### config.mk
export PLATFORM = sky130hd
export DESIGN_NAME = usb_dfu_control_endpoint_flat
export DESIGN_NICKNAME = d
export VERILOG_FILES = /design/src/sv/usbdfu_pkg.sv /design/src/sv/usbdfu_in_if.sv /design/src/sv/usbdfu_out_if.sv /design/src/sv/usbdfu_front.sv /design/src/sv/usbdfu_queue.sv /design/src/sv/usbdfu_back.sv /design/src/sv/usb_dfu_control_endpoint.sv /design/src/flat_wrapper.sv
export SDC_FILE = /design/constraint.sdc
export NUM_CORES = 1
export LEC_CHECK = 0
export BUFFER_PORTS_ARGS = -buffer_cell sky130_fd_sc_hd__buf_4
export CAP_MARGIN = 0
export CORE_ASPECT_RATIO = 1.2
export CORE_MARGIN = 5
export CORE_UTILIZATION = 54
export DETAILED_ROUTE_END_ITERATION = 6
export PLACE_DENSITY = 0.76
export RECOVER_POWER = 25
export REMOVE_ABC_BUFFERS = 1
export SYNTH_ARGS = -nofsm -noshare
export SYNTH_HDL_FRONTEND = slang
export SYNTH_SLANG_ARGS = --single-unit
### constraint.sdc
create_clock -name clk -period 4.44 [get_ports clk]
set_input_delay 0.222 -clock clk [delete_from_list [all_inputs] [get_ports clk]]
set_output_delay 0.222 -clock clk [all_outputs]
set_load 0.01 [all_outputs]
### src/sv/usbdfu_pkg.sv
`timescale 1ns / 1ps
package usbdfu_pkg;

    localparam logic [3:0] PH_APP_DETACH = 4'd1;
    localparam logic [3:0] PH_IDLE       = 4'd2;
    localparam logic [3:0] PH_DN_SYNC    = 4'd3;
    localparam logic [3:0] PH_DN_BUSY    = 4'd4;
    localparam logic [3:0] PH_DN_IDLE    = 4'd5;
    localparam logic [3:0] PH_MAN_SYNC   = 4'd6;
    localparam logic [3:0] PH_MAN        = 4'd7;
    localparam logic [3:0] PH_MAN_WAIT   = 4'd8;
    localparam logic [3:0] PH_ERROR      = 4'd10;

    localparam logic [3:0] ERR_OK    = 4'd0;
    localparam logic [3:0] ERR_ERASE = 4'd4;
    localparam logic [3:0] ERR_PROG  = 4'd6;

    localparam logic [2:0] IND_READY     = 3'd0;
    localparam logic [2:0] IND_CONNECTED = 3'd1;
    localparam logic [2:0] IND_WRITING   = 3'd2;
    localparam logic [2:0] IND_DONE      = 3'd3;
    localparam logic [2:0] IND_FAULT     = 3'd4;

    localparam logic [1:0] FUNC_SETUP = 2'd0;
    localparam logic [1:0] FUNC_DATA  = 2'd1;
    localparam logic [1:0] FUNC_TXD   = 2'd2;
    localparam logic [1:0] FUNC_RESET = 2'd3;

    localparam logic [7:0] CREQ_DETACH    = 8'd0;
    localparam logic [7:0] CREQ_DNLOAD    = 8'd1;
    localparam logic [7:0] CREQ_GETSTATUS = 8'd3;
    localparam logic [7:0] CREQ_CLRSTATUS = 8'd4;
    localparam logic [7:0] CREQ_GETSTATE  = 8'd5;
    localparam logic [7:0] CREQ_ABORT     = 8'd6;

    localparam logic [7:0] SREQ_GET_STATUS = 8'h00;
    localparam logic [7:0] SREQ_SET_ADDR   = 8'h05;
    localparam logic [7:0] SREQ_GET_DESC   = 8'h06;
    localparam logic [7:0] SREQ_GET_CONFIG = 8'h08;
    localparam logic [7:0] SREQ_SET_CONFIG = 8'h09;

    localparam logic [7:0] DESC_DEVICE = 8'd1;
    localparam logic [7:0] DESC_CONFIG = 8'd2;
    localparam logic [7:0] DESC_STRING = 8'd3;

    localparam logic [15:0] PAGE_BYTES = 16'd1024;

    typedef enum logic [2:0] {
        KIND_NONE  = 3'd0,
        KIND_ZLP   = 3'd1,
        KIND_BYTE  = 3'd2,
        KIND_STALL = 3'd3,
        KIND_FLASH = 3'd4,
        KIND_ADDR  = 3'd5
    } kind_t;

    typedef enum logic [2:0] {
        SRC_SINGLE = 3'd0,
        SRC_DEV    = 3'd1,
        SRC_CFG    = 3'd2,
        SRC_STR    = 3'd3,
        SRC_STATUS = 3'd4,
        SRC_ZERO   = 3'd5
    } src_t;

    typedef struct packed {
        src_t        src;
        logic [2:0]  str_sel;
        logic [5:0]  count;
        kind_t       skind;
        logic [7:0]  sbyte;
        logic [6:0]  saddr;
        logic        flash_en;
        logic [15:0] flash_block;
        logic [15:0] flash_len;
        logic [3:0]  err;
        logic [3:0]  phase;
        logic [2:0]  led;
    } job_t;

    localparam logic [7:0] DEV_ROM [0:17] = '{
        8'd18, 8'd1, 8'h00, 8'h02, 8'd0, 8'd0, 8'd0, 8'd64, 8'h83, 8'h04,
        8'h11, 8'hDF, 8'h00, 8'h01, 8'd1, 8'd2, 8'd3, 8'd1
    };

    localparam logic [7:0] CFG_ROM [0:26] = '{
        8'd9, 8'd2, 8'd27, 8'd0, 8'd1, 8'd1, 8'd0, 8'h80, 8'd50,
        8'd9, 8'd4, 8'd0, 8'd0, 8'd0, 8'hFE, 8'h01, 8'h02, 8'd4,
        8'd9, 8'h21, 8'h0B, 8'hFF, 8'h00, 8'h00, 8'h04, 8'h1A, 8'h01
    };

    localparam logic [5:0] STR_LEN [0:4] = '{6'd4, 6'd28, 6'd32, 6'd10, 6'd26};

    localparam logic [7:0] STR_CHARS [0:4][0:14] = '{
        '{8'h09, 8'h04, 8'h00, 8'h00, 8'h00, 8'h00, 8'h00, 8'h00,
          8'h00, 8'h00, 8'h00, 8'h00, 8'h00, 8'h00, 8'h00},
        '{8'h46, 8'h6C, 8'h61, 8'h73, 8'h68, 8'h46, 8'h6C, 8'h6F,
          8'h70, 8'h70, 8'h79, 8'h2D, 8'h4F, 8'h00, 8'h00},
        '{8'h44, 8'h46, 8'h55, 8'h20, 8'h42, 8'h6F, 8'h6F, 8'h74,
          8'h6C, 8'h6F, 8'h61, 8'h64, 8'h65, 8'h72, 8'h00},
        '{8'h31, 8'h2E, 8'h30, 8'h30, 8'h00, 8'h00, 8'h00, 8'h00,
          8'h00, 8'h00, 8'h00, 8'h00, 8'h00, 8'h00, 8'h00},
        '{8'h40, 8'h46, 8'h6C, 8'h61, 8'h73, 8'h68, 8'h20, 8'h2F,
          8'h30, 8'h78, 8'h30, 8'h38, 8'h00, 8'h00, 8'h00}
    };

    function automatic logic [7:0] str_byte(input logic [2:0] sel, input logic [4:0] idx);
        logic [4:0] off;
        logic [7:0] res;
        off = idx - 5'd2;
        if (idx == 5'd0)
        begin
            res = {2'b00, STR_LEN[sel]};
        end
        else if (idx == 5'd1)
        begin
            res = 8'd3;
        end
        else if (sel == 3'd0)
        begin
            res = STR_CHARS[0][{3'b000, idx[0]}];
        end
        else if (idx[0])
        begin
            res = 8'd0;
        end
        else
        begin
            res = STR_CHARS[sel][off[4:1]];
        end
        return res;
    endfunction

endpackage

### src/sv/usbdfu_in_if.sv
`timescale 1ns / 1ps
interface usbdfu_in_if;
    logic        valid;
    logic        ready;
    logic [1:0]  func;
    logic [7:0]  req_type;
    logic [7:0]  request;
    logic [15:0] value;
    logic [15:0] length;
    logic [6:0]  rx_count;
    logic        erase_failed;
    logic        program_failed;

    modport source (output valid, func, req_type, request, value, length, rx_count,
                    erase_failed, program_failed, input ready);
    modport sink (input valid, func, req_type, request, value, length, rx_count,
                  erase_failed, program_failed, output ready);
endinterface

### src/sv/usbdfu_out_if.sv
`timescale 1ns / 1ps
interface usbdfu_out_if;
    logic        valid;
    logic        ready;
    logic [2:0]  kind;
    logic [7:0]  data_byte;
    logic [15:0] flash_block;
    logic [15:0] flash_len;
    logic [6:0]  device_address;
    logic [2:0]  led_mode;
    logic        last;

    modport source (output valid, kind, data_byte, flash_block, flash_len, device_address,
                    led_mode, last, input ready);
    modport sink (input valid, kind, data_byte, flash_block, flash_len, device_address,
                  led_mode, last, output ready);
endinterface

### src/sv/usbdfu_front.sv
`timescale 1ns / 1ps
module usbdfu_front (
    input  logic               clk,
    input  logic               rst_n,
    usbdfu_in_if.sink          in_ch,
    input  logic               q_full,
    output logic               push,
    output usbdfu_pkg::job_t   job
);
    import usbdfu_pkg::*;

    logic [3:0]  phase_reg, phase_next;
    logic [3:0]  err_reg, err_next;
    logic [15:0] block_reg, block_next;
    logic [15:0] plen_reg, plen_next;
    logic [6:0]  paddr_reg, paddr_next;
    logic [6:0]  aaddr_reg, aaddr_next;
    logic [7:0]  cfg_reg, cfg_next;
    logic [2:0]  led_reg, led_next;
    logic [5:0]  dsize;
    logic [5:0]  dcount;
    logic        dvalid;
    src_t        dsrc;

    assign in_ch.ready = !q_full;
    assign push = in_ch.valid && !q_full;

    always_comb
    begin
        dvalid = 1'b1;
        dsrc = SRC_DEV;
        dsize = 6'd18;
        case (in_ch.value[15:8])
            DESC_DEVICE:
            begin
                dsrc = SRC_DEV;
                dsize = 6'd18;
            end
            DESC_CONFIG:
            begin
                dsrc = SRC_CFG;
                dsize = 6'd27;
            end
            DESC_STRING:
            begin
                dsrc = SRC_STR;
                dvalid = in_ch.value[7:0] < 8'd5;
                dsize = dvalid ? STR_LEN[in_ch.value[2:0]] : 6'd0;
            end
            default:
            begin
                dvalid = 1'b0;
            end
        endcase
        dcount = (in_ch.length < {10'd0, dsize}) ? in_ch.length[5:0] : dsize;
    end

    always_comb
    begin
        phase_next = phase_reg;
        err_next = err_reg;
        block_next = block_reg;
        plen_next = plen_reg;
        paddr_next = paddr_reg;
        aaddr_next = aaddr_reg;
        cfg_next = cfg_reg;
        led_next = led_reg;

        job = '0;
        job.src = SRC_SINGLE;
        job.count = 6'd1;
        job.skind = KIND_NONE;
        job.str_sel = in_ch.value[2:0];
        job.err = err_reg;
        job.phase = phase_reg;
        job.flash_block = block_reg;
        job.flash_len = (plen_reg > PAGE_BYTES) ? PAGE_BYTES : plen_reg;

        case (in_ch.func)
            FUNC_SETUP:
            begin
                if (in_ch.req_type[6:5] == 2'b01)
                begin
                    case (in_ch.request)
                        CREQ_GETSTATUS:
                        begin
                            job.src = SRC_STATUS;
                            job.count = 6'd6;
                            case (phase_reg)
                                PH_DN_SYNC: phase_next = PH_DN_BUSY;
                                PH_DN_BUSY:
                                begin
                                    led_next = IND_WRITING;
                                    phase_next = PH_DN_IDLE;
                                    if (plen_reg != 16'd0)
                                    begin
                                        job.flash_en = 1'b1;
                                        if (in_ch.erase_failed)
                                        begin
                                            phase_next = PH_ERROR;
                                            err_next = ERR_ERASE;
                                            led_next = IND_FAULT;
                                        end
                                        else if (in_ch.program_failed)
                                        begin
                                            phase_next = PH_ERROR;
                                            err_next = ERR_PROG;
                                            led_next = IND_FAULT;
                                        end
                                    end
                                end
                                PH_MAN_SYNC: phase_next = PH_MAN;
                                PH_MAN:
                                begin
                                    led_next = IND_DONE;
                                    phase_next = PH_MAN_WAIT;
                                end
                                default: phase_next = phase_reg;
                            endcase
                        end
                        CREQ_GETSTATE:
                        begin
                            job.skind = KIND_BYTE;
                            job.sbyte = {4'd0, phase_reg};
                        end
                        CREQ_CLRSTATUS:
                        begin
                            phase_next = PH_IDLE;
                            err_next = ERR_OK;
                            job.skind = KIND_ZLP;
                        end
                        CREQ_ABORT:
                        begin
                            phase_next = PH_IDLE;
                            job.skind = KIND_ZLP;
                        end
                        CREQ_DNLOAD:
                        begin
                            if (in_ch.length == 16'd0)
                            begin
                                phase_next = PH_MAN_SYNC;
                                job.skind = KIND_ZLP;
                            end
                            else
                            begin
                                block_next = in_ch.value;
                                plen_next = in_ch.length;
                                phase_next = PH_DN_SYNC;
                            end
                        end
                        CREQ_DETACH:
                        begin
                            phase_next = PH_APP_DETACH;
                            job.skind = KIND_ZLP;
                        end
                        default: job.skind = KIND_STALL;
                    endcase
                end
                else
                begin
                    case (in_ch.request)
                        SREQ_GET_DESC:
                        begin
                            if (!dvalid)
                            begin
                                job.skind = KIND_STALL;
                            end
                            else if (dcount == 6'd0)
                            begin
                                job.skind = KIND_ZLP;
                            end
                            else
                            begin
                                job.src = dsrc;
                                job.count = dcount;
                            end
                        end
                        SREQ_SET_ADDR:
                        begin
                            paddr_next = in_ch.value[6:0];
                            job.skind = KIND_ZLP;
                        end
                        SREQ_SET_CONFIG:
                        begin
                            cfg_next = in_ch.value[7:0];
                            led_next = IND_CONNECTED;
                            job.skind = KIND_ZLP;
                        end
                        SREQ_GET_CONFIG:
                        begin
                            job.skind = KIND_BYTE;
                            job.sbyte = cfg_reg;
                        end
                        SREQ_GET_STATUS:
                        begin
                            job.src = SRC_ZERO;
                            job.count = 6'd2;
                        end
                        default: job.skind = KIND_STALL;
                    endcase
                end
            end
            FUNC_DATA:
            begin
                if (phase_reg == PH_DN_SYNC && in_ch.rx_count != 7'd0)
                begin
                    plen_next = {9'd0, in_ch.rx_count};
                    job.skind = KIND_ZLP;
                end
            end
            FUNC_TXD:
            begin
                if (paddr_reg != 7'd0 && aaddr_reg == 7'd0)
                begin
                    aaddr_next = paddr_reg;
                    job.skind = KIND_ADDR;
                    job.saddr = paddr_reg;
                end
            end
            FUNC_RESET:
            begin
                paddr_next = 7'd0;
                aaddr_next = 7'd0;
                cfg_next = 8'd0;
                phase_next = PH_IDLE;
                err_next = ERR_OK;
            end
            default: job.skind = KIND_NONE;
        endcase
        job.led = led_next;
    end

    always_ff @(posedge clk or negedge rst_n)
    begin
        if (!rst_n)
        begin
            phase_reg <= PH_IDLE;
            err_reg <= ERR_OK;
            block_reg <= 16'd0;
            plen_reg <= 16'd0;
            paddr_reg <= 7'd0;
            aaddr_reg <= 7'd0;
            cfg_reg <= 8'd0;
            led_reg <= IND_READY;
        end
        else if (push)
        begin
            phase_reg <= phase_next;
            err_reg <= err_next;
            block_reg <= block_next;
            plen_reg <= plen_next;
            paddr_reg <= paddr_next;
            aaddr_reg <= aaddr_next;
            cfg_reg <= cfg_next;
            led_reg <= led_next;
        end
    end
endmodule

### src/sv/usbdfu_queue.sv
`timescale 1ns / 1ps
module usbdfu_queue (
    input  logic               clk,
    input  logic               rst_n,
    input  logic               push,
    input  usbdfu_pkg::job_t   push_job,
    output logic               full,
    input  logic               pop,
    output logic               q_valid,
    output usbdfu_pkg::job_t   head
);
    import usbdfu_pkg::*;

    job_t       mem_reg [0:1];
    logic       wr_ptr_reg;
    logic       rd_ptr_reg;
    logic [1:0] count_reg;

    assign full = count_reg == 2'd2;
    assign q_valid = count_reg != 2'd0;
    assign head = mem_reg[rd_ptr_reg];

    always_ff @(posedge clk)
    begin
        if (push)
        begin
            mem_reg[wr_ptr_reg] <= push_job;
        end
    end

    always_ff @(posedge clk or negedge rst_n)
    begin
        if (!rst_n)
        begin
            wr_ptr_reg <= 1'b0;
            rd_ptr_reg <= 1'b0;
            count_reg <= 2'd0;
        end
        else
        begin
            if (push)
            begin
                wr_ptr_reg <= !wr_ptr_reg;
            end
            if (pop)
            begin
                rd_ptr_reg <= !rd_ptr_reg;
            end
            count_reg <= count_reg + {1'b0, push} - {1'b0, pop};
        end
    end

    a_no_overflow: assert property (@(posedge clk) disable iff (!rst_n)
        full |-> !push)
        else $error("queue written while full");
    a_no_underflow: assert property (@(posedge clk) disable iff (!rst_n)
        pop |-> q_valid)
        else $error("queue read while empty");
endmodule

### src/sv/usbdfu_back.sv
`timescale 1ns / 1ps
module usbdfu_back (
    input  logic               clk,
    input  logic               rst_n,
    input  logic               q_valid,
    input  usbdfu_pkg::job_t   head,
    output logic               pop,
    usbdfu_out_if.source       out_ch
);
    import usbdfu_pkg::*;

    logic [5:0]  idx_reg;
    logic        valid_reg;
    kind_t       kind_reg;
    logic [7:0]  byte_reg;
    logic [15:0] block_reg;
    logic [15:0] len_reg;
    logic [6:0]  addr_reg;
    logic [2:0]  led_reg;
    logic        last_reg;
    logic        load;
    logic        is_last;
    logic [6:0]  total;
    kind_t       kind_next;
    logic [7:0]  byte_next;

    assign load = q_valid && (!valid_reg || out_ch.ready);
    assign total = {1'b0, head.count} + {6'd0, head.flash_en};
    assign is_last = {1'b0, idx_reg} == total - 7'd1;
    assign pop = load && is_last;

    always_comb
    begin
        kind_next = KIND_BYTE;
        byte_next = 8'd0;
        if (idx_reg == head.count)
        begin
            kind_next = KIND_FLASH;
        end
        else
        begin
            case (head.src)
                SRC_SINGLE:
                begin
                    kind_next = head.skind;
                    byte_next = head.sbyte;
                end
                SRC_DEV:    byte_next = DEV_ROM[idx_reg[4:0]];
                SRC_CFG:    byte_next = CFG_ROM[idx_reg[4:0]];
                SRC_STR:    byte_next = str_byte(head.str_sel, idx_reg[4:0]);
                SRC_STATUS:
                begin
                    case (idx_reg[2:0])
                        3'd0:    byte_next = {4'd0, head.err};
                        3'd1:    byte_next = 8'd10;
                        3'd4:    byte_next = {4'd0, head.phase};
                        default: byte_next = 8'd0;
                    endcase
                end
                default:    byte_next = 8'd0;
            endcase
        end
    end

    always_ff @(posedge clk)
    begin
        if (load)
        begin
            kind_reg <= kind_next;
            byte_reg <= byte_next;
            block_reg <= (kind_next == KIND_FLASH) ? head.flash_block : 16'd0;
            len_reg <= (kind_next == KIND_FLASH) ? head.flash_len : 16'd0;
            addr_reg <= head.saddr;
            led_reg <= head.led;
            last_reg <= is_last;
        end
    end

    always_ff @(posedge clk or negedge rst_n)
    begin
        if (!rst_n)
        begin
            idx_reg <= 6'd0;
            valid_reg <= 1'b0;
        end
        else
        begin
            if (load)
            begin
                valid_reg <= 1'b1;
                idx_reg <= is_last ? 6'd0 : idx_reg + 6'd1;
            end
            else if (out_ch.ready)
            begin
                valid_reg <= 1'b0;
            end
        end
    end

    assign out_ch.valid = valid_reg;
    assign out_ch.kind = kind_reg;
    assign out_ch.data_byte = byte_reg;
    assign out_ch.flash_block = block_reg;
    assign out_ch.flash_len = len_reg;
    assign out_ch.device_address = addr_reg;
    assign out_ch.led_mode = led_reg;
    assign out_ch.last = last_reg;

    a_pop_marks_last: assert property (@(posedge clk) disable iff (!rst_n)
        pop |=> (out_ch.valid && out_ch.last))
        else $error("job retired without a last word");
    a_idx_restart: assert property (@(posedge clk) disable iff (!rst_n)
        pop |=> idx_reg == 6'd0)
        else $error("word index not restarted");
    a_idx_step: assert property (@(posedge clk) disable iff (!rst_n)
        (load && !is_last) |=> idx_reg == $past(idx_reg) + 6'd1)
        else $error("word index did not advance");
endmodule

### src/sv/usb_dfu_control_endpoint.sv
// Each event's job is written into the two-entry job queue, and the back end registers each
// result word that it reads from the queue head. One result word leaves per cycle while
// out_ch.ready holds; an event yields one to thirty-two words, and the front takes a new
// event every cycle until the job queue is full.
// Reset (rst_n, asynchronous): DFU idle, status ok, all counters, addresses and queue cleared.
`timescale 1ns / 1ps
module usb_dfu_control_endpoint (
    input  logic         clk,
    input  logic         rst_n,
    usbdfu_in_if.sink    in_ch,
    usbdfu_out_if.source out_ch
);
    import usbdfu_pkg::*;

    job_t push_job;
    job_t head;
    logic push;
    logic full;
    logic pop;
    logic q_valid;

    usbdfu_front u_front (
        .clk    (clk),
        .rst_n  (rst_n),
        .in_ch  (in_ch),
        .q_full (full),
        .push   (push),
        .job    (push_job)
    );

    usbdfu_queue u_queue (
        .clk      (clk),
        .rst_n    (rst_n),
        .push     (push),
        .push_job (push_job),
        .full     (full),
        .pop      (pop),
        .q_valid  (q_valid),
        .head     (head)
    );

    usbdfu_back u_back (
        .clk     (clk),
        .rst_n   (rst_n),
        .q_valid (q_valid),
        .head    (head),
        .pop     (pop),
        .out_ch  (out_ch)
    );
endmodule

### src/flat_wrapper.sv
// flat-port wrapper written by rule: the top's interface ports become plain ports
module usb_dfu_control_endpoint_flat import usbdfu_pkg::*;
  (clk, rst_n, in_ch_valid, in_ch_func, in_ch_req_type, in_ch_request, in_ch_value, in_ch_length, in_ch_rx_count, in_ch_erase_failed, in_ch_program_failed, in_ch_ready, out_ch_valid, out_ch_kind, out_ch_data_byte, out_ch_flash_block, out_ch_flash_len, out_ch_device_address, out_ch_led_mode, out_ch_last, out_ch_ready);
  usbdfu_in_if in_ch_i ();
  usbdfu_out_if out_ch_i ();
  input  logic clk;
  input  logic rst_n;
  input wire logic [$bits(in_ch_i.valid)-1:0] in_ch_valid;
  input wire logic [$bits(in_ch_i.func)-1:0] in_ch_func;
  input wire logic [$bits(in_ch_i.req_type)-1:0] in_ch_req_type;
  input wire logic [$bits(in_ch_i.request)-1:0] in_ch_request;
  input wire logic [$bits(in_ch_i.value)-1:0] in_ch_value;
  input wire logic [$bits(in_ch_i.length)-1:0] in_ch_length;
  input wire logic [$bits(in_ch_i.rx_count)-1:0] in_ch_rx_count;
  input wire logic [$bits(in_ch_i.erase_failed)-1:0] in_ch_erase_failed;
  input wire logic [$bits(in_ch_i.program_failed)-1:0] in_ch_program_failed;
  output wire logic [$bits(in_ch_i.ready)-1:0] in_ch_ready;
  output wire logic [$bits(out_ch_i.valid)-1:0] out_ch_valid;
  output wire logic [$bits(out_ch_i.kind)-1:0] out_ch_kind;
  output wire logic [$bits(out_ch_i.data_byte)-1:0] out_ch_data_byte;
  output wire logic [$bits(out_ch_i.flash_block)-1:0] out_ch_flash_block;
  output wire logic [$bits(out_ch_i.flash_len)-1:0] out_ch_flash_len;
  output wire logic [$bits(out_ch_i.device_address)-1:0] out_ch_device_address;
  output wire logic [$bits(out_ch_i.led_mode)-1:0] out_ch_led_mode;
  output wire logic [$bits(out_ch_i.last)-1:0] out_ch_last;
  input wire logic [$bits(out_ch_i.ready)-1:0] out_ch_ready;
  assign in_ch_i.valid = in_ch_valid;
  assign in_ch_i.func = in_ch_func;
  assign in_ch_i.req_type = in_ch_req_type;
  assign in_ch_i.request = in_ch_request;
  assign in_ch_i.value = in_ch_value;
  assign in_ch_i.length = in_ch_length;
  assign in_ch_i.rx_count = in_ch_rx_count;
  assign in_ch_i.erase_failed = in_ch_erase_failed;
  assign in_ch_i.program_failed = in_ch_program_failed;
  assign in_ch_ready = in_ch_i.ready;
  assign out_ch_valid = out_ch_i.valid;
  assign out_ch_kind = out_ch_i.kind;
  assign out_ch_data_byte = out_ch_i.data_byte;
  assign out_ch_flash_block = out_ch_i.flash_block;
  assign out_ch_flash_len = out_ch_i.flash_len;
  assign out_ch_device_address = out_ch_i.device_address;
  assign out_ch_led_mode = out_ch_i.led_mode;
  assign out_ch_last = out_ch_i.last;
  assign out_ch_i.ready = out_ch_ready;
  usb_dfu_control_endpoint u_core (.clk(clk), .rst_n(rst_n), .in_ch(in_ch_i), .out_ch(out_ch_i));
endmodule
==> Yosys cells after proc, flatten, opt, wreduce, memory -nomap -nowiden <==
Memory sizes are Yosys's and may differ from the RTL's.
Index checks and enable logic that the tools add are counted.
{ "word_totals": {"ff_bits": 130, "ram_bits": 148, "rom_bits": 1696, "memories": 7} }
{ "mem_list": {"columns": ["name", "words", "width", "read_ports", "rd_ports_with_merged_regs", "wr", "line_no", "text"], "rows": [
  ["(name not given)", 8, 120, 1, 0, 0, "usbdfu_pkg.sv:129", "res = STR_CHARS[sel][off[4:1]];"],
  ["(name not given)", 32, 8, 1, 0, 0, "usbdfu_back.sv:49", "SRC_CFG: byte_next = CFG_ROM[idx_reg[4:0]];"],
  ["(name not given)", 32, 8, 1, 0, 0, "usbdfu_back.sv:48", "SRC_DEV: byte_next = DEV_ROM[idx_reg[4:0]];"],
  ["u_core.u_queue.mem_reg", 2, 74, 1, 0, 1, "usbdfu_queue.sv:14", "job_t mem_reg [0:1];"],
  ["(name not given)", 16, 8, 1, 0, 0, "usbdfu_pkg.sv:121", "res = STR_CHARS[0][{3'b000, idx[0]}];"],
  ["(name not given)", 8, 6, 1, 0, 0, "usbdfu_front.sv:48", "dsize = dvalid ? STR_LEN[in_ch.value[2:0]] : 6'd0;"],
  ["1 more memories", null, null, null, null, null, null, null]
]} }
{ "op_classes": {"n_addsub": 6, "magnitude_cmp": 8, "eq_ne": 43, "n_mux": 100, "bitwise": 6, "n_reduce_logical": 38} }
{ "ops": {"columns": ["cell", "count"], "rows": [
  ["$mux W120", 2],
  ["$mux W8", 16],
  ["$mux W16", 5],
  ["$mux W6", 10],
  ["$mux W3", 17],
  ["$mux W4", 10],
  ["$pmux W8 S5", 1],
  ["$mux W7", 5],
  ["$bmux W8 S4", 1],
  ["$pmux W16 S2", 1],
  ["$pmux W4 S4", 2],
  ["$pmux W7 S2", 2],
  ["$eq A8 B2 Y1 const B", 3],
  ["$eq A8 B3 Y1 const B", 3],
  ["$pmux W4 S2", 3],
  ["$pmux W6 S2", 2],
  ["$mux W17", 1],
  ["$eq A8 B1 Y1 const B", 2],
  ["$eq A8 B4 Y1 const B", 2],
  ["$gt A16 B11 Y1 const B", 1],
  ["$logic_not A16 Y1", 1],
  ["$lt A16 B6 Y1", 1],
  ["$pmux W2 S4", 2],
  ["$pmux W8 S2", 1],
  ["other kinds (59)", 107]
]} }

==> Longest topological paths before layout <==
Gate-level depths: netlist (run 1).
{ "depth": {"ltp_word": 14, "ltp_mapped": 20, "ltp_nobuf": 13} }

==> Hierarchy <==
Synthesis (run 1) repeated with hierarchy kept, for this count alone.
{ "hier_totals": {"hier_cells": 1128, "area_unflattened_um2": 14191.1} }
{ "by_module_without_submodules": {"columns": ["mod", "n_inst", "cells_per_inst", "area_per_inst_um2", "seq_area_each_um2"], "rows": [
  ["usbdfu_queue", 1, 245, 5741.8, 4544.4],
  ["usbdfu_front", 1, 443, 4309.1, 1577.8],
  ["usbdfu_back", 1, 440, 4140.2, 1796.7]
]} }

==> Worst setup path before layout (run 1) <==
No wires, ideal clock.
{ "synth_timing": {"path_kind": "reg-to-reg", "start": "register u_core.u_queue.count_reg[1]", "end": "memory u_core.u_queue.mem_reg[0][0] (netlist bit) (enable)", "t_arrival_ns": 4.105, "path_slack_ns": -0.167, "path_stages_with_launch": 7, "n_path_buf": 2, "cell_sequence": "dfrtp_1 nand2b_1 and2_1 clkbuf_1 inv_1 buf_2 nor2_1"} }
{ "synth_between": {"elab_chain_len": 5} }
{ "synth_rtl": {"columns": ["element", "line_no", "text"], "rows": [
  ["from (decl)", "usbdfu_queue.sv:17", "logic [1:0] count_reg;"],
  ["from (signal assigned)", "usbdfu_queue.sv:49", "count_reg <= count_reg + {1'b0, push} - {1'b0, pop};"],
  ["$eq A2 B2 Y1", "usbdfu_queue.sv:19", "assign full = count_reg == 2'd2;"],
  ["$logic_not A1 Y1", null, null],
  ["via in_ch_ready", "flat_wrapper.sv:17", "output wire logic [$bits(in_ch_i.ready)-1:0] in_ch_ready;"],
  ["$logic_and A1 B1 Y1", "usbdfu_front.sv:26", "assign push = in_ch.valid && !q_full;"],
  ["$mux W1", "usbdfu_queue.sv:25", "if (push)"],
  ["$mux W1 (not written as such)", "usbdfu_queue.sv:27", "mem_reg[wr_ptr_reg] <= push_job;"],
  ["to (decl)", "usbdfu_queue.sv:14", null]
]} }
The timed path passes the listed nets, and every way through them passes these cells.

==> impl_summary.md, run 1 <==
Global routing
The total global routing overflow is 0. The maximum number of pins on one net before global-route repair is 75. The via count of the first global-routing pass is 9379. The wire length of the first global-routing pass is around 50000 microns.

For this run, the total global-route usage over all layers was measured as a little over a fifth. The number of antenna violations at the first check in global routing was 0.

Hold path
The classification of the worst-slack hold path is input pin to flop. The worst hold path was traced through 3 stages.

Drt
The highest metal layer used by the detailed router is met4. The pre-antenna-repair detailed-routing pass consisted of 5 iterations. The number of antenna-violating nets in the routed design is 0. The violation count after the first detailed-routing iteration is roughly 600. After detailed routing, the average wire length per cell comes to 19.3 microns. The wire length on met3 is ~1500 microns. The detailed-routing wirelength on met1 is ~13000 microns.

The routed wire length is 30900 microns. Using the TritonRoute via totals, the vias-per-cell ratio works out to 5.84. The detailed router placed 9355 vias in this run. For this run, design rule violations remaining after detail routing come to 0. Summed over all nets, wire length on met2 after detailed routing comes to 15500 microns.

Power
IR analysis of the VDD net gives a maximum drop of 0.355 mV. The design draws about 9900 uW. In this run the static leakage power is roughly 0.0059 uW. For this design the ratio of total power to cell area is 632 mW/mm^2.

Synthesis
The synthesized design contains approximately 200 enable-type register cells. The count of different cell masters after synthesis is 79. The most used flip-flop cell after synthesis is edfxtp_1. In this run the mean area of a mapped cell was 12.0 sq um. The synthesized design spends more area on one cell type than any other, namely edfxtp_1. Of all flip-flops after synthesis, the portion carrying an async set or reset was 27.2%. After synthesis the netlist holds a flip-flop and latch count of 272. The synthesized area is 0.0134 sq mm. For this run, the register share of the synthesized area comes to 58.1%.

Ranked by total cell area, the synthesized netlist is headed by edfxtp_1 44%, dfrtp_1 14%, mux2i_1 4.9%, mux2_2 3.9%, ha_1 2.6%. The synthesized netlist cell count is between 1000 and 1500. The area share of the leading cell type in the synthesized netlist is 44.3%.

Yosys printed 0 warnings.

Worst setup path
The number of cells on the worst reg-to-reg path is 12. The maximum fanout encountered on the critical timing path is 10. STA classifies the critical path startpoint as an input pin. The critical path endpoint category is a flop. By instance count, the cell type seen most on the critical path is and3_1. The slowest cell on the critical path is nor4_1. The total buffers and inverters traversed by the critical path is 2. The stage delay of the slowest cell on the critical path is 0.56 ns.

STA puts the critical path data arrival time at around 4.0 ns. The required time of the critical path is 4.66 ns. Traced cell by cell, the critical path runs through dlygate4sd3_1, buf_4, nor4_1, and3_1, nand2_1, nor3_1, nand2b_1, ha_1, o21a_1, o21ai_0, a221o_1, and3_1, mux2i_1, a32o_1, nand3_1. Broken down by cell family, the worst path's largest delay share belongs to simple AND/OR/NAND/NOR gates.

The number of cells on the critical path is 15. The critical setup path kind is input pin to flop.

Flow run
The tool flagged a number of max-cap violations equal to 1.

Place
The congestion estimate from routability-driven global placement came to 0.948. The HPWL reported at the end of detailed placement is 20400 microns. The count of buffers added on input and output ports is ~110. After detailed placement, the design holds a cell count of between 1500 and 2000.

Layout
Cells with a size suffix above 1 make up between 10% and 20% of the layout. The total number of nets in the final design is between 1000 and 1500. The flip-flop count of the largest register, all copies and words added is 144. Excluding fillers, the count of instances in the completed layout stands at 1603. The layout-stage area growth over the synthesis result is 17.1%.

Clock network
The root buffer cell is clkbuf_16. The number of gates resized after cts is 0. The number of H-tree levels is 1.

The buffer levels on the longest clock path is 3. The number of buffers created by CTS is 27. The CTS tree is yes. The clock-pin slew on the worst setup and hold paths is 0.06 ns. After clock tree synthesis, the setup repair step added 0 buffers. In this run, post-CTS hold repair placed 30 buffers.

For the worst-skew pair, the clock arrives at the later sink with an insertion delay of 0.55 ns. The TritonCTS sink count is 272.

Timing
The worst hold slack across all endpoints is 0.0146 ns. The final clock skew is 0.0276 ns. The upper clock frequency limit is between 200 and 300 MHz. The clock period could shrink to 3.76 ns. The final number of max-transition violations came to 75. The total setup violations reported at the end of the flow is 0. The number of endpoints with negative hold slack in the final report is 0. Setup total negative slack on the finished layout was measured at 0 ns. The transition time of the tightest slew-check pin is 1.92 ns. Setup repair after global routing left no endpoint under its margin. In this run the tightest slew margin relative to its limit is -27.7%. The post-route fraction of the period consumed by the critical path is 84.7%.

Floorplan
The chip width is 154 microns. 119 I/O pins were placed. The total area inside the core boundary comes to 0.0246 sq mm. The die covers between 0.02 and 0.03 sq mm. Row generation in the floorplan step produced 63 rows. The starting density of the core is 54.6%.

The die extent in y is 183 microns.

Run status
The final reports fail on max-capacitance violations, max-slew violations. The run finished, with violations left.
-- layout by cell type, fill, tap and decap left out, types with 6 or more instances in the layout --
cell / netlist / final
dlygate4sd3_1: 0 / 30
clkbuf_16: 0 / 27
xnor2_1: 12 / 12
nor2_1: 89 / 87
dfrtp_1: 73 / 72
xor2_1: 6 / 6
nand3b_1: 20 / 20
clkinv_1: 0 / 7
mux2i_1: 66 / 66
buf_4: 10 / 102
a21oi_1: 54 / 54
clkbuf_1: 30 / 24
nand2_1: 68 / 68
and2_1: 29 / 28
mux2_2: 47 / 47
and3_1: 6 / 6
nand2b_1: 21 / 21
edfxtp_1: 198 / 198
a21o_1: 6 / 6
conb_1: 1 / 10
a31oi_1: 23 / 22
o22ai_1: 10 / 10
o211ai_1: 8 / 8
nor4_1: 11 / 11
nor2b_1: 17 / 17
o21ai_0: 64 / 64
nor3_1: 25 / 25
ha_1: 28 / 28
nand4_1: 9 / 9
nand3_1: 21 / 21
inv_1: 37 / 36
-- per-layer routing --
layer  global-route usage, %  vias up
met5                       0        -
met4                    8.37        0
met3                    2.51       91
met2                    37.4      322
met1                    28.5     4496
li1                        -     4446
-- tightest hold or removal path: stages --
cell,delay (ns)
buf_4,0.09
mux2i_1,0.06
a21oi_1,0.13
-- Yosys cell counts, types with 6 or more instances --
cell / n
o21ai_0: 64
nor2b_1: 17
buf_4: 10
o22ai_1: 10
nor2_1: 89
nand2_1: 68
o211ai_1: 8
nor4_1: 11
xor2_1: 6
a21o_1: 6
and2_1: 29
clkbuf_1: 30
a31oi_1: 23
mux2i_1: 66
mux2_2: 47
dfrtp_1: 73
edfxtp_1: 198
nand4_1: 9
ha_1: 28
nor3_1: 25
nand3_1: 21
nand3b_1: 20
xnor2_1: 12
a21oi_1: 54
buf_2: 17
nand2b_1: 21
and3_1: 6
inv_1: 37
-- cell type report --
cell class	instances	area (sq um)
flip-flops and latches	272	7800
inverters	37	139
multi-input cells	759	5240
clock buffers	28	679
clock inverters	22	235
well taps	325	407
diodes	1	2.50
fillers	1910	8870
repair buffers	159	1220
-- where the power goes --
part | internal [uW] | switching, uW
Clock | 1360 | 968
Sequential | 3680 | 478
Combinational | 1360 | 2090
Total | 6400 | 3540
-- logic make-up (layout without fill, tap and decap cells) --
logic type / after synthesis / count (layout) / synth area share (%)
AOI/OAI and AO/OA: 234 / 234 / 11.2
xor gates and xnor gates: 19 / 19 / 1.30
adders and majority gates: 28 / 28 / 2.61
buffers and inverters: 99 / 246 / 3.37
DFF: 272 / 272 / 58.1
muxes: 121 / 121 / 9.87
other: 1 / 11 / 0.0279
and+or+nand+nor: 347 / 347 / 13.6
-- worst paths after layout --
check | end | slack [ns] | start
max | u_core.u_queue.mem_reg[0][62] | 0.68 | in_ch_value[10]
min | u_core.u_front.plen_reg[6] | 0.01 | in_ch_length[6]
max reg2reg | u_core.u_queue.count_reg[1] | 0.74 | u_core.u_queue.rd_ptr_reg
min reg2reg | u_core.u_queue.mem_reg[1][35] | 0.47 | u_core.u_front.block_reg[8]
max in group asynchronous | u_core.u_queue.rd_ptr_reg | 2.27 | rst_n
min in group asynchronous | u_core.u_front.block_reg[2] | 0.72 | rst_n
-- stage by stage --
stage	cell area, sq um	utilization [%]	setup slack [ns]
after floorplan	13100	-	-0.801
after global placement	14600	59.3	0.738
after detailed placement	14600	59.3	0.710
after CTS	15800	64.3	0.689
after global routing	15700	63.9	0.470
final	15700	63.9	0.681
(Power assumes the default switching activity.)
==> run 2: changes to the inputs <==
--- a/config.mk
+++ b/config.mk
@@ -5,13 +5,14 @@
 export SDC_FILE = /design/constraint.sdc
 export NUM_CORES = 1
 export LEC_CHECK = 0
+export ABC_AREA = 1
 export BUFFER_PORTS_ARGS = -buffer_cell sky130_fd_sc_hd__buf_4
 export CAP_MARGIN = 0
 export CORE_ASPECT_RATIO = 1.2
 export CORE_MARGIN = 5
-export CORE_UTILIZATION = 54
+export CORE_UTILIZATION = 60
 export DETAILED_ROUTE_END_ITERATION = 6
-export PLACE_DENSITY = 0.76
+export PLACE_DENSITY = 0.8
 export RECOVER_POWER = 25
 export REMOVE_ABC_BUFFERS = 1
 export SYNTH_ARGS = -nofsm -noshare
==> constraint.sdc (replaced) <==
create_clock -name clk -period 3.77 [get_ports clk]
set_input_delay 0.1885 -clock clk [delete_from_list [all_inputs] [get_ports clk]]
set_output_delay 0.1885 -clock clk [all_outputs]
set_load 0.01 [all_outputs]
==> run 2 against run 1 <==
The run still ends with max-capacitance violations, max-slew violations left. Clock power rose by 11%. Area after synthesis fell by 2.4%. Cell area decreased by 2.1%. Via count grew 9.8%. Register-to-register slack got worse by 0.32 ns. Highest routed layer unchanged. Die area is 11% lower. Largest cell class unchanged. Worst hold slack improved by 0.0073 ns.
==> impl_summary.md, run 2 <==
Floorplan
The chip width is 145 microns (-5.9%). The full die area is 0.0249 sq mm (-11%). The number of top-level pins came to 119 (unchanged). The starting density of the core is 60.6% (+6.0 points).

The die extent in y is 172 microns (-5.9%). The site row count is 59 (-6.3%). The core area is 0.0216 sq mm (-12%).

Synthesis
The area fraction in and, or, nand and nor cells after synthesis is 17.5% (+4.0 points). The synthesized design spends more area on one cell type than any other, namely edfxtp_1. The count of flip-flops with a built-in enable after synthesis is 198 (unchanged). Sorting the synthesized cells by how often they occur yields 299 x nand2_1, 198 x edfxtp_1, 155 x inv_1. The proportion of synthesized flip-flops having asynchronous set or reset is 27.2% (unchanged).

The count of synthesis-stage warnings from yosys is 0 (unchanged). The sequential-to-total area share from yosys stat came to 59.5% (+1.4 points). The post-synthesis area per instance is 9.76 sq um (-18%).

The count of different cell masters after synthesis came to 58 (-27%). The post-synthesis share of cell area spent on full adders, half adders and majority gates is 2.67% (+0.063 points). The flop and latch count out of synthesis is 272 (unchanged). The share of the synthesized area in compound gates (AO/OA/AOI/OAI) is 12.4% (+1.2 points). The synthesized netlist cell count was 1343 (+20%). The fraction of synthesized area in multiplexers is 0.668% (-9.2 points).

For this run, the leading register cell type out of synthesis is edfxtp_1. The dominant combinational cell family by area after synthesis is simple AND/OR/NAND/NOR gates. In the post-synthesis netlist, the biggest area contributors are edfxtp_1 45%, dfrtp_1 14%, nand2_1 8.6%, inv_1 4.4%, o21ai_0 4.4%. The area share of the leading cell type in the synthesized netlist is 45.4% (+1.1 points). By instance count, the leading cell after synthesis is nand2_1. The synthesized area is 0.0131 sq mm (-2.4%). The synthesized-area fraction occupied by xor and xnor cells is 0.935% (-0.36 points).

Clock network
The number of buffers created by CTS was 26 (-3.7%). The TritonCTS sink count is 272 (unchanged). TritonCTS built the clock tree. The clock-pin slew on the worst setup and hold paths is 0.06 ns (about the same). The clock latency reported for the late side of the worst-skew pair is 0.53 ns (-0.02 ns). The cell sitting at the root of the clock tree is a clkbuf_16.

The buffer levels on the longest clock path is 3 (unchanged). The number of H-tree levels is 1 (unchanged).

Layout
The area taken by flip-flops and latches was 0.00780 sq mm (about the same). The library cells used most frequently in the layout, excluding fill and tap cells, are 299 x nand2_1, 198 x edfxtp_1, 155 x inv_1. The post-route core utilization is 71.1% (+7.2 points).

The antenna diode count is 0 (-1). Leaving out fill and tap cells, the most frequent cell in the layout is nand2_1. The total number of nets in the final design is 1604 (+19%).

The number of fill cells in the layout is 1602 (-16%). The layout-stage area growth over the synthesis result is 17.3%. The flip-flop count of the largest register, all copies and words added is 144 (unchanged).

The total area of multi-input combinational cells was 0.00455 sq mm (-13%). The fraction of layout cells with a size suffix above 1 is 12.6% (-5.0 points).

Timing
The final clock skew came to 0.0117 ns (-0.0159 ns). The number of endpoints with negative hold slack in the final report is 0 (unchanged). The final number of max-transition violations is 48 (-36%). The total setup violations reported at the end of the flow came to 0 (unchanged). The transition time of the tightest slew-check pin was 2.92 ns (+1.00 ns). Dividing the final minimum period by the clock period gives 89.5%.

The normalized max-slew margin is -94.7% (-67 points). The minimum clock period after layout is 3.37 ns. The sum of negative setup slack is 0 ns (unchanged). Setup repair after global routing left no endpoint under its margin.

The upper clock frequency limit is slightly below 300 MHz. The worst hold slack across all endpoints is 0.0219 ns (+0.00735 ns).

Worst setup path
The total buffers and inverters traversed by the critical path was 4 (+2). The slowest cell on the critical path is dlygate4sd3_1. On the critical path the largest part of the delay comes from simple AND/OR/NAND/NOR gates.

The signal arrival time at the worst endpoint was 3.73 ns (-0.25 ns). The critical setup path kind is input pin to flop. The most common cell type on the critical path is nand2_1. The stage delay of the slowest cell on the critical path is 0.56 ns (about the same). The maximum fanout encountered on the critical timing path is 10 (unchanged). STA classifies the critical path endpoint as a flop. The worst setup path is launched from an input pin. The required time of the critical path is 4.12 ns (-0.54 ns).

Place
The HPWL reported at the end of detailed placement is 23100 microns (+13%). The port buffer count came to 112 (unchanged). The routability-driven placement congestion ratio came to 0.920 (-2.9%).

Run status
The checks that failed: max-capacitance violations, max-slew violations. The run finished, with violations left.

Drt
The routed wire length is 33200 microns (+7.6%). The violation count after the first detailed-routing iteration was 935 (+56%). The via density per instance is 5.69 (-2.6%). The routed length per placed instance is 18.4 microns (-4.6%). The number of antenna-violating nets in the routed design is 0 (unchanged). The first-pass iteration count of the detailed router came to 5 (unchanged). The DRC violation count after routing came to 0 (unchanged).

The detailed-route via count is 10300 (+9.8%).

Power
The power per unit of standard cell area is 774 mW/mm^2 (+22%). The peak supply drop is 0.670 mV (+89%). The leakage power came to 0.00641 uW (+9.2%).

Global routing
The total track usage is 26.2% (+4.4 points). The number of antenna violations at the first check in global routing is 0 (unchanged). The total global routing overflow is 0 (unchanged). The via count of the first global-routing pass came to 10300 (+9.7%).

The wire length of the first global-routing pass is 52800 microns (+5.8%). The maximum number of pins on one net before global-route repair was 51 (-32%).

Hold path
The classification of the worst-slack hold path is input pin to flop.

Flow run
The count of maximum capacitance violations is 1 (unchanged).
[run 2: logic make-up after synthesis]
kind of cell	count (synthesis)
XOR/XNOR	14
adder cells (fa/ha/maj)	28
AND/OR/NAND/NOR	552
multiplexers	8
other	1
flip-flops	272
buffers and inverters	205
AO/OA/AOI/OAI	263
[run 2: worst paths after layout]
| check | slack (ns) | depth (start not counted) | endpoint | from |
|---|---|---|---|---|
| max reg2reg | 0.42 | 16 | u_core.u_queue.count_reg[1] | u_core.u_queue.rd_ptr_reg |
| min reg2reg | 0.48 | 0 | u_core.u_queue.mem_reg[1][35] | u_core.u_front.block_reg[8] |
| min in group asynchronous | 1.15 | 2 | u_core.u_front.plen_reg[8] | rst_n |
| min | 0.02 | 3 | u_core.u_front.block_reg[4] | in_ch_value[4] |
| max in group asynchronous | 0.93 | 3 | u_core.u_front.phase_reg[1] | rst_n |
| max | 0.40 | 26 | u_core.u_queue.mem_reg[0][59] | in_ch_value[12] |
[run 2: report_power, final]
part           total (uW)  switching (uW)  internal [uW]
sequential           4760             406           4360
combinational        4550            3130           1420
clock                2590            1090           1500
[run 2: layout make-up]
type | count | area share, %
clock buffer | 36 | 4.74
clock inverter | 12 | 0.862
inverter | 163 | 3.99
multi-input combinational | 875 | 29.6
sequential | 272 | 50.7
tap | 274 | 2.23
timing repair buffer | 175 | 7.87
[run 2: per-stage QoR]
stage	std cells	instance area [sq um]	total power (uW)	setup slack, ns
floorplan	1310	12900	7660	-1.03
global placement	1726	14400	9350	0.409
detailed placement	1726	14400	9450	0.330
CTS	1807	15600	12100	0.316
global route	1807	15400	12600	0.0622
finish	1807	15400	11900	0.396
[run 2: metal layers]
| metal | GRT usage [%] | vias to the layer above | wire (microns) | share of wire, % |
|---|---|---|---|---|
| li1 | - | 4904 | - | - |
| met1 | 32.1 | 4954 | 13200 | 40 |
| met2 | 48.1 | 340 | 17300 | 52 |
| met3 | 3.33 | 75 | 1820 | 5.5 |
| met4 | 8.97 | 0 | 949 | 2.9 |
| met5 | 0 | - | 0 | 0 |
[run 2: worst register-to-register path, stage by stage, from the launching register on]
cell and delay, ns:
dfrtp_2 0.59, mux2i_1 0.33, ha_1 0.23, ha_1 0.24, xnor2_1 0.13, nor2_1 0.10
a21boi_0 0.21, o221a_2 0.21, nand2_1 0.13, inv_1 0.12, nand2_1 0.15, inv_1 0.12
ha_1 0.23, inv_1 0.06, ha_1 0.15, xnor2_1 0.13, xor2_1 0.16
[run 2: timing repair]
item                                    in CTS  in global routing
hold buffers                                33                  0
endpoints found under the setup margin       0                  6
endpoints found under the hold margin       83                  0
setup buffers                                0                  0
resized for setup                            0                  3
==> run 3: changes to the inputs <==
==> constraint.sdc (replaced) <==
create_clock -name clk -period 3.2 [get_ports clk]
set_input_delay 0.16 -clock clk [delete_from_list [all_inputs] [get_ports clk]]
set_output_delay 0.16 -clock clk [all_outputs]
set_load 0.01 [all_outputs]
==> run 3 against run 2 <==
The run ends with design-rule violations left. Sequential power up 17%. Highest routed layer unchanged. Power up 25%. Critical endpoint is now u_core.u_queue.mem_reg[1][62]. Clock power up 26%. Core utilization up 3.1 points. Global-route usage up 1.6 points. Worst hold slack better by 0.012 ns. Die area unchanged.
==> impl_summary.md, run 3 (synthesis results as in run 2) <==
Run status
The flow ran to the end, but the final reports show violations. The checks that failed: design-rule violations.

Drt
The number of antenna-violating nets in the routed design came to 0 (unchanged). The routed length per placed instance is 19.3 microns (+4.9%). The via density per instance is 5.73 (+0.82%). The routed wire length is 35700 microns (+7.2%). The first-pass iteration count of the detailed router was 7 (+2). The detailed-route via count was 10600 (+3.1%). The violation count after the first detailed-routing iteration is 913 (-2.4%). The DRC violation count after routing was 4 (+4).

Clock network
The buffer levels on the longest clock path is 3 (unchanged). The clock-pin slew on the worst setup and hold paths came to 0.07 ns (about the same). TritonCTS built the clock tree. The number of H-tree levels is 1 (unchanged). The number of buffers created by CTS is 27 (+3.8%).

The clock latency reported for the late side of the worst-skew pair is 0.55 ns (+0.02 ns). The TritonCTS sink count is 272 (unchanged). The root buffer cell is clkbuf_16.

Worst setup path
The reg-to-reg startpoint is u_core.u_queue.rd_ptr_reg. The worst setup path is of the input pin to flop kind. The signal arrival time at the worst endpoint is 3.44 ns (-0.29 ns).

The required time of the critical path is 3.48 ns (-0.64 ns). The slowest cell on the critical path is dlygate4sd3_1. The stage delay of the slowest cell on the critical path came to 0.55 ns (about the same). The critical path endpoint category is a flop.

Tracing the worst setup path back leads to its startpoint at in_ch_value[14]. The most common cell type on the critical path is nand2_1. STA classifies the critical path startpoint as an input pin. The maximum fanout encountered on the critical timing path is 10 (unchanged).

Global routing
The total track usage is 27.7% (+1.6 points). The maximum number of pins on one net before global-route repair is 59 (+16%). The wire length of the first global-routing pass is 55400 microns (+4.9%). The number of antenna violations at the first check in global routing came to 0 (unchanged).

The total global routing overflow is 0 (unchanged). The via count of the first global-routing pass is 10800 (+4.6%).

Floorplan
The core area was 0.0216 sq mm (unchanged). The die extent in y is 172 microns (unchanged). The starting density of the core was 60.6% (unchanged).

The number of top-level pins is 119 (unchanged). The site row count is 59 (unchanged). The full die area is 0.0249 sq mm (unchanged). The chip width is 145 microns (unchanged).

Timing
The transition time of the tightest slew-check pin was 1.46 ns (-1.46 ns). After layout, the minimum clock period comes to roughly 3.2 ns. The final clock skew was 0.0264 ns (+0.0146 ns). The smallest setup slack after layout was 0.0337 ns (-0.362 ns). The sum of negative setup slack is 0 ns (unchanged).

The normalized max-slew margin was 2.49% (+97 points). The upper clock frequency limit is 316 MHz. The number of endpoints with negative hold slack in the final report is 0 (unchanged). The total setup violations reported at the end of the flow was 0 (unchanged). The final number of max-transition violations came to 0 (-100%). Dividing the final minimum period by the clock period gives 98.9%.

Layout
The post-route core utilization is 74.2% (+3.1 points). The layout-stage area growth over the synthesis result is 22.5%. Leaving out fill and tap cells, the most frequent cell in the layout is nand2_1. The total number of nets in the final design is 1643 (+2.4%). The flip-flop count of the largest register, all copies and words added is 144 (unchanged). The fraction of layout cells with a size suffix above 1 was 17.5% (+5.0 points).

The antenna diode count was 0 (unchanged). In the layout the commonest cells are 295 x nand2_1, 198 x edfxtp_1, 153 x inv_1.

Power
The power per unit of standard cell area is 929 mW/mm^2 (+20%). The leakage power is 0.00677 uW (+5.7%). The overall power consumption is 14900 uW (+25%). The peak supply drop was 0.991 mV (+48%).

Place
The minimum setup slack after placement is -0.00999 ns (-0.340 ns). The routability-driven placement congestion ratio is 0.959 (+4.3%). The port buffer count is 112 (unchanged). The HPWL reported at the end of detailed placement is 23800 microns (+3.4%).

Flow run
The count of maximum capacitance violations is 0 (-1).

Hold path
The startpoint identified for the worst hold timing path is in_ch_length[5]. The tightest min-delay check is of the input pin to flop type.
## run 3: changes by cell type in the layout (fill, tap and decap cells not counted), sizes merged
| cell | change |
|---|---|
| clkbuf | -27 |
| clkinvlp | -1 |
| inv | +1 |
| clkinv | -1 |
| buf | +62 |
| dlygate4sd3 | +4 |
| bufinv | +2 |
## run 3: final cells by class
cell class	instances	area [sq um]
inverters	163	614
fillers	1513	5570
flip-flops and latches	272	7800
clock buffers	37	723
well taps	274	343
multi-input cells	875	4660
clock inverters	13	195
repair buffers	213	1720
## run 3: timing repair
| action | in CTS | in global routing |
|---|---|---|
| setup buffers | 1 | 7 |
| hold endpoints to repair | 98 | 0 |
| setup endpoints to repair | 1 | 14 |
| cloned | 0 | 2 |
| hold buffers | 37 | 0 |
| gates resized for setup | 1 | 34 |
| pin swaps | 0 | 11 |
## run 3: critical path: cells and delay by family
family	cells	cell delay, ns
fa+ha+maj	1	0.27
simple gates	16	1.52
buf+inv	5	0.91
compound gates	3	0.56
## run 3: final timing paths
| kind | to | slack [ns] | cells past startpoint |
|---|---|---|---|
| worst max-delay path | u_core.u_queue.mem_reg[1][62] | 0.03 | 25 |
| worst min-delay path | u_core.u_front.plen_reg[5] | 0.03 | 5 |
| worst max register to register | u_core.u_queue.count_reg[1] | 0.08 | 16 |
| worst min register to register | u_core.u_queue.mem_reg[0][35] | 0.48 | 0 |
| max in group asynchronous | u_core.u_front.block_reg[8] | 0.80 | 3 |
| min in group asynchronous | u_core.u_front.plen_reg[9] | 0.50 | 2 |
## run 3: layer usage
metal / vias to the layer above / part of all wire (%) / global-route usage [%]
met5: - / 0 / 0
met4: 0 / 4.0 / 11.5
met3: 95 / 5.3 / 4.06
met2: 412 / 53 / 51.4
met1: 5085 / 38 / 32.4
li1: 4995 / - / -
## run 3: report_power, final
group          switching [uW]  internal (uW)
registers                 440           5130
logic                    3930           2140
clock network            1350           1930
total                    5720           9200
## run 3: through the flow
step           cell area [sq um]  hold WS, ns  cells
2_1_floorplan              12900       -0.136   1310
3_3_place_gp               14600        0.251   1750
3_5_place_dp               14600        0.255   1750
4_1_cts                    15900       0.0118   1838
5_1_grt                    16100       0.0610   1847
6_report                   16100       0.0341   1847
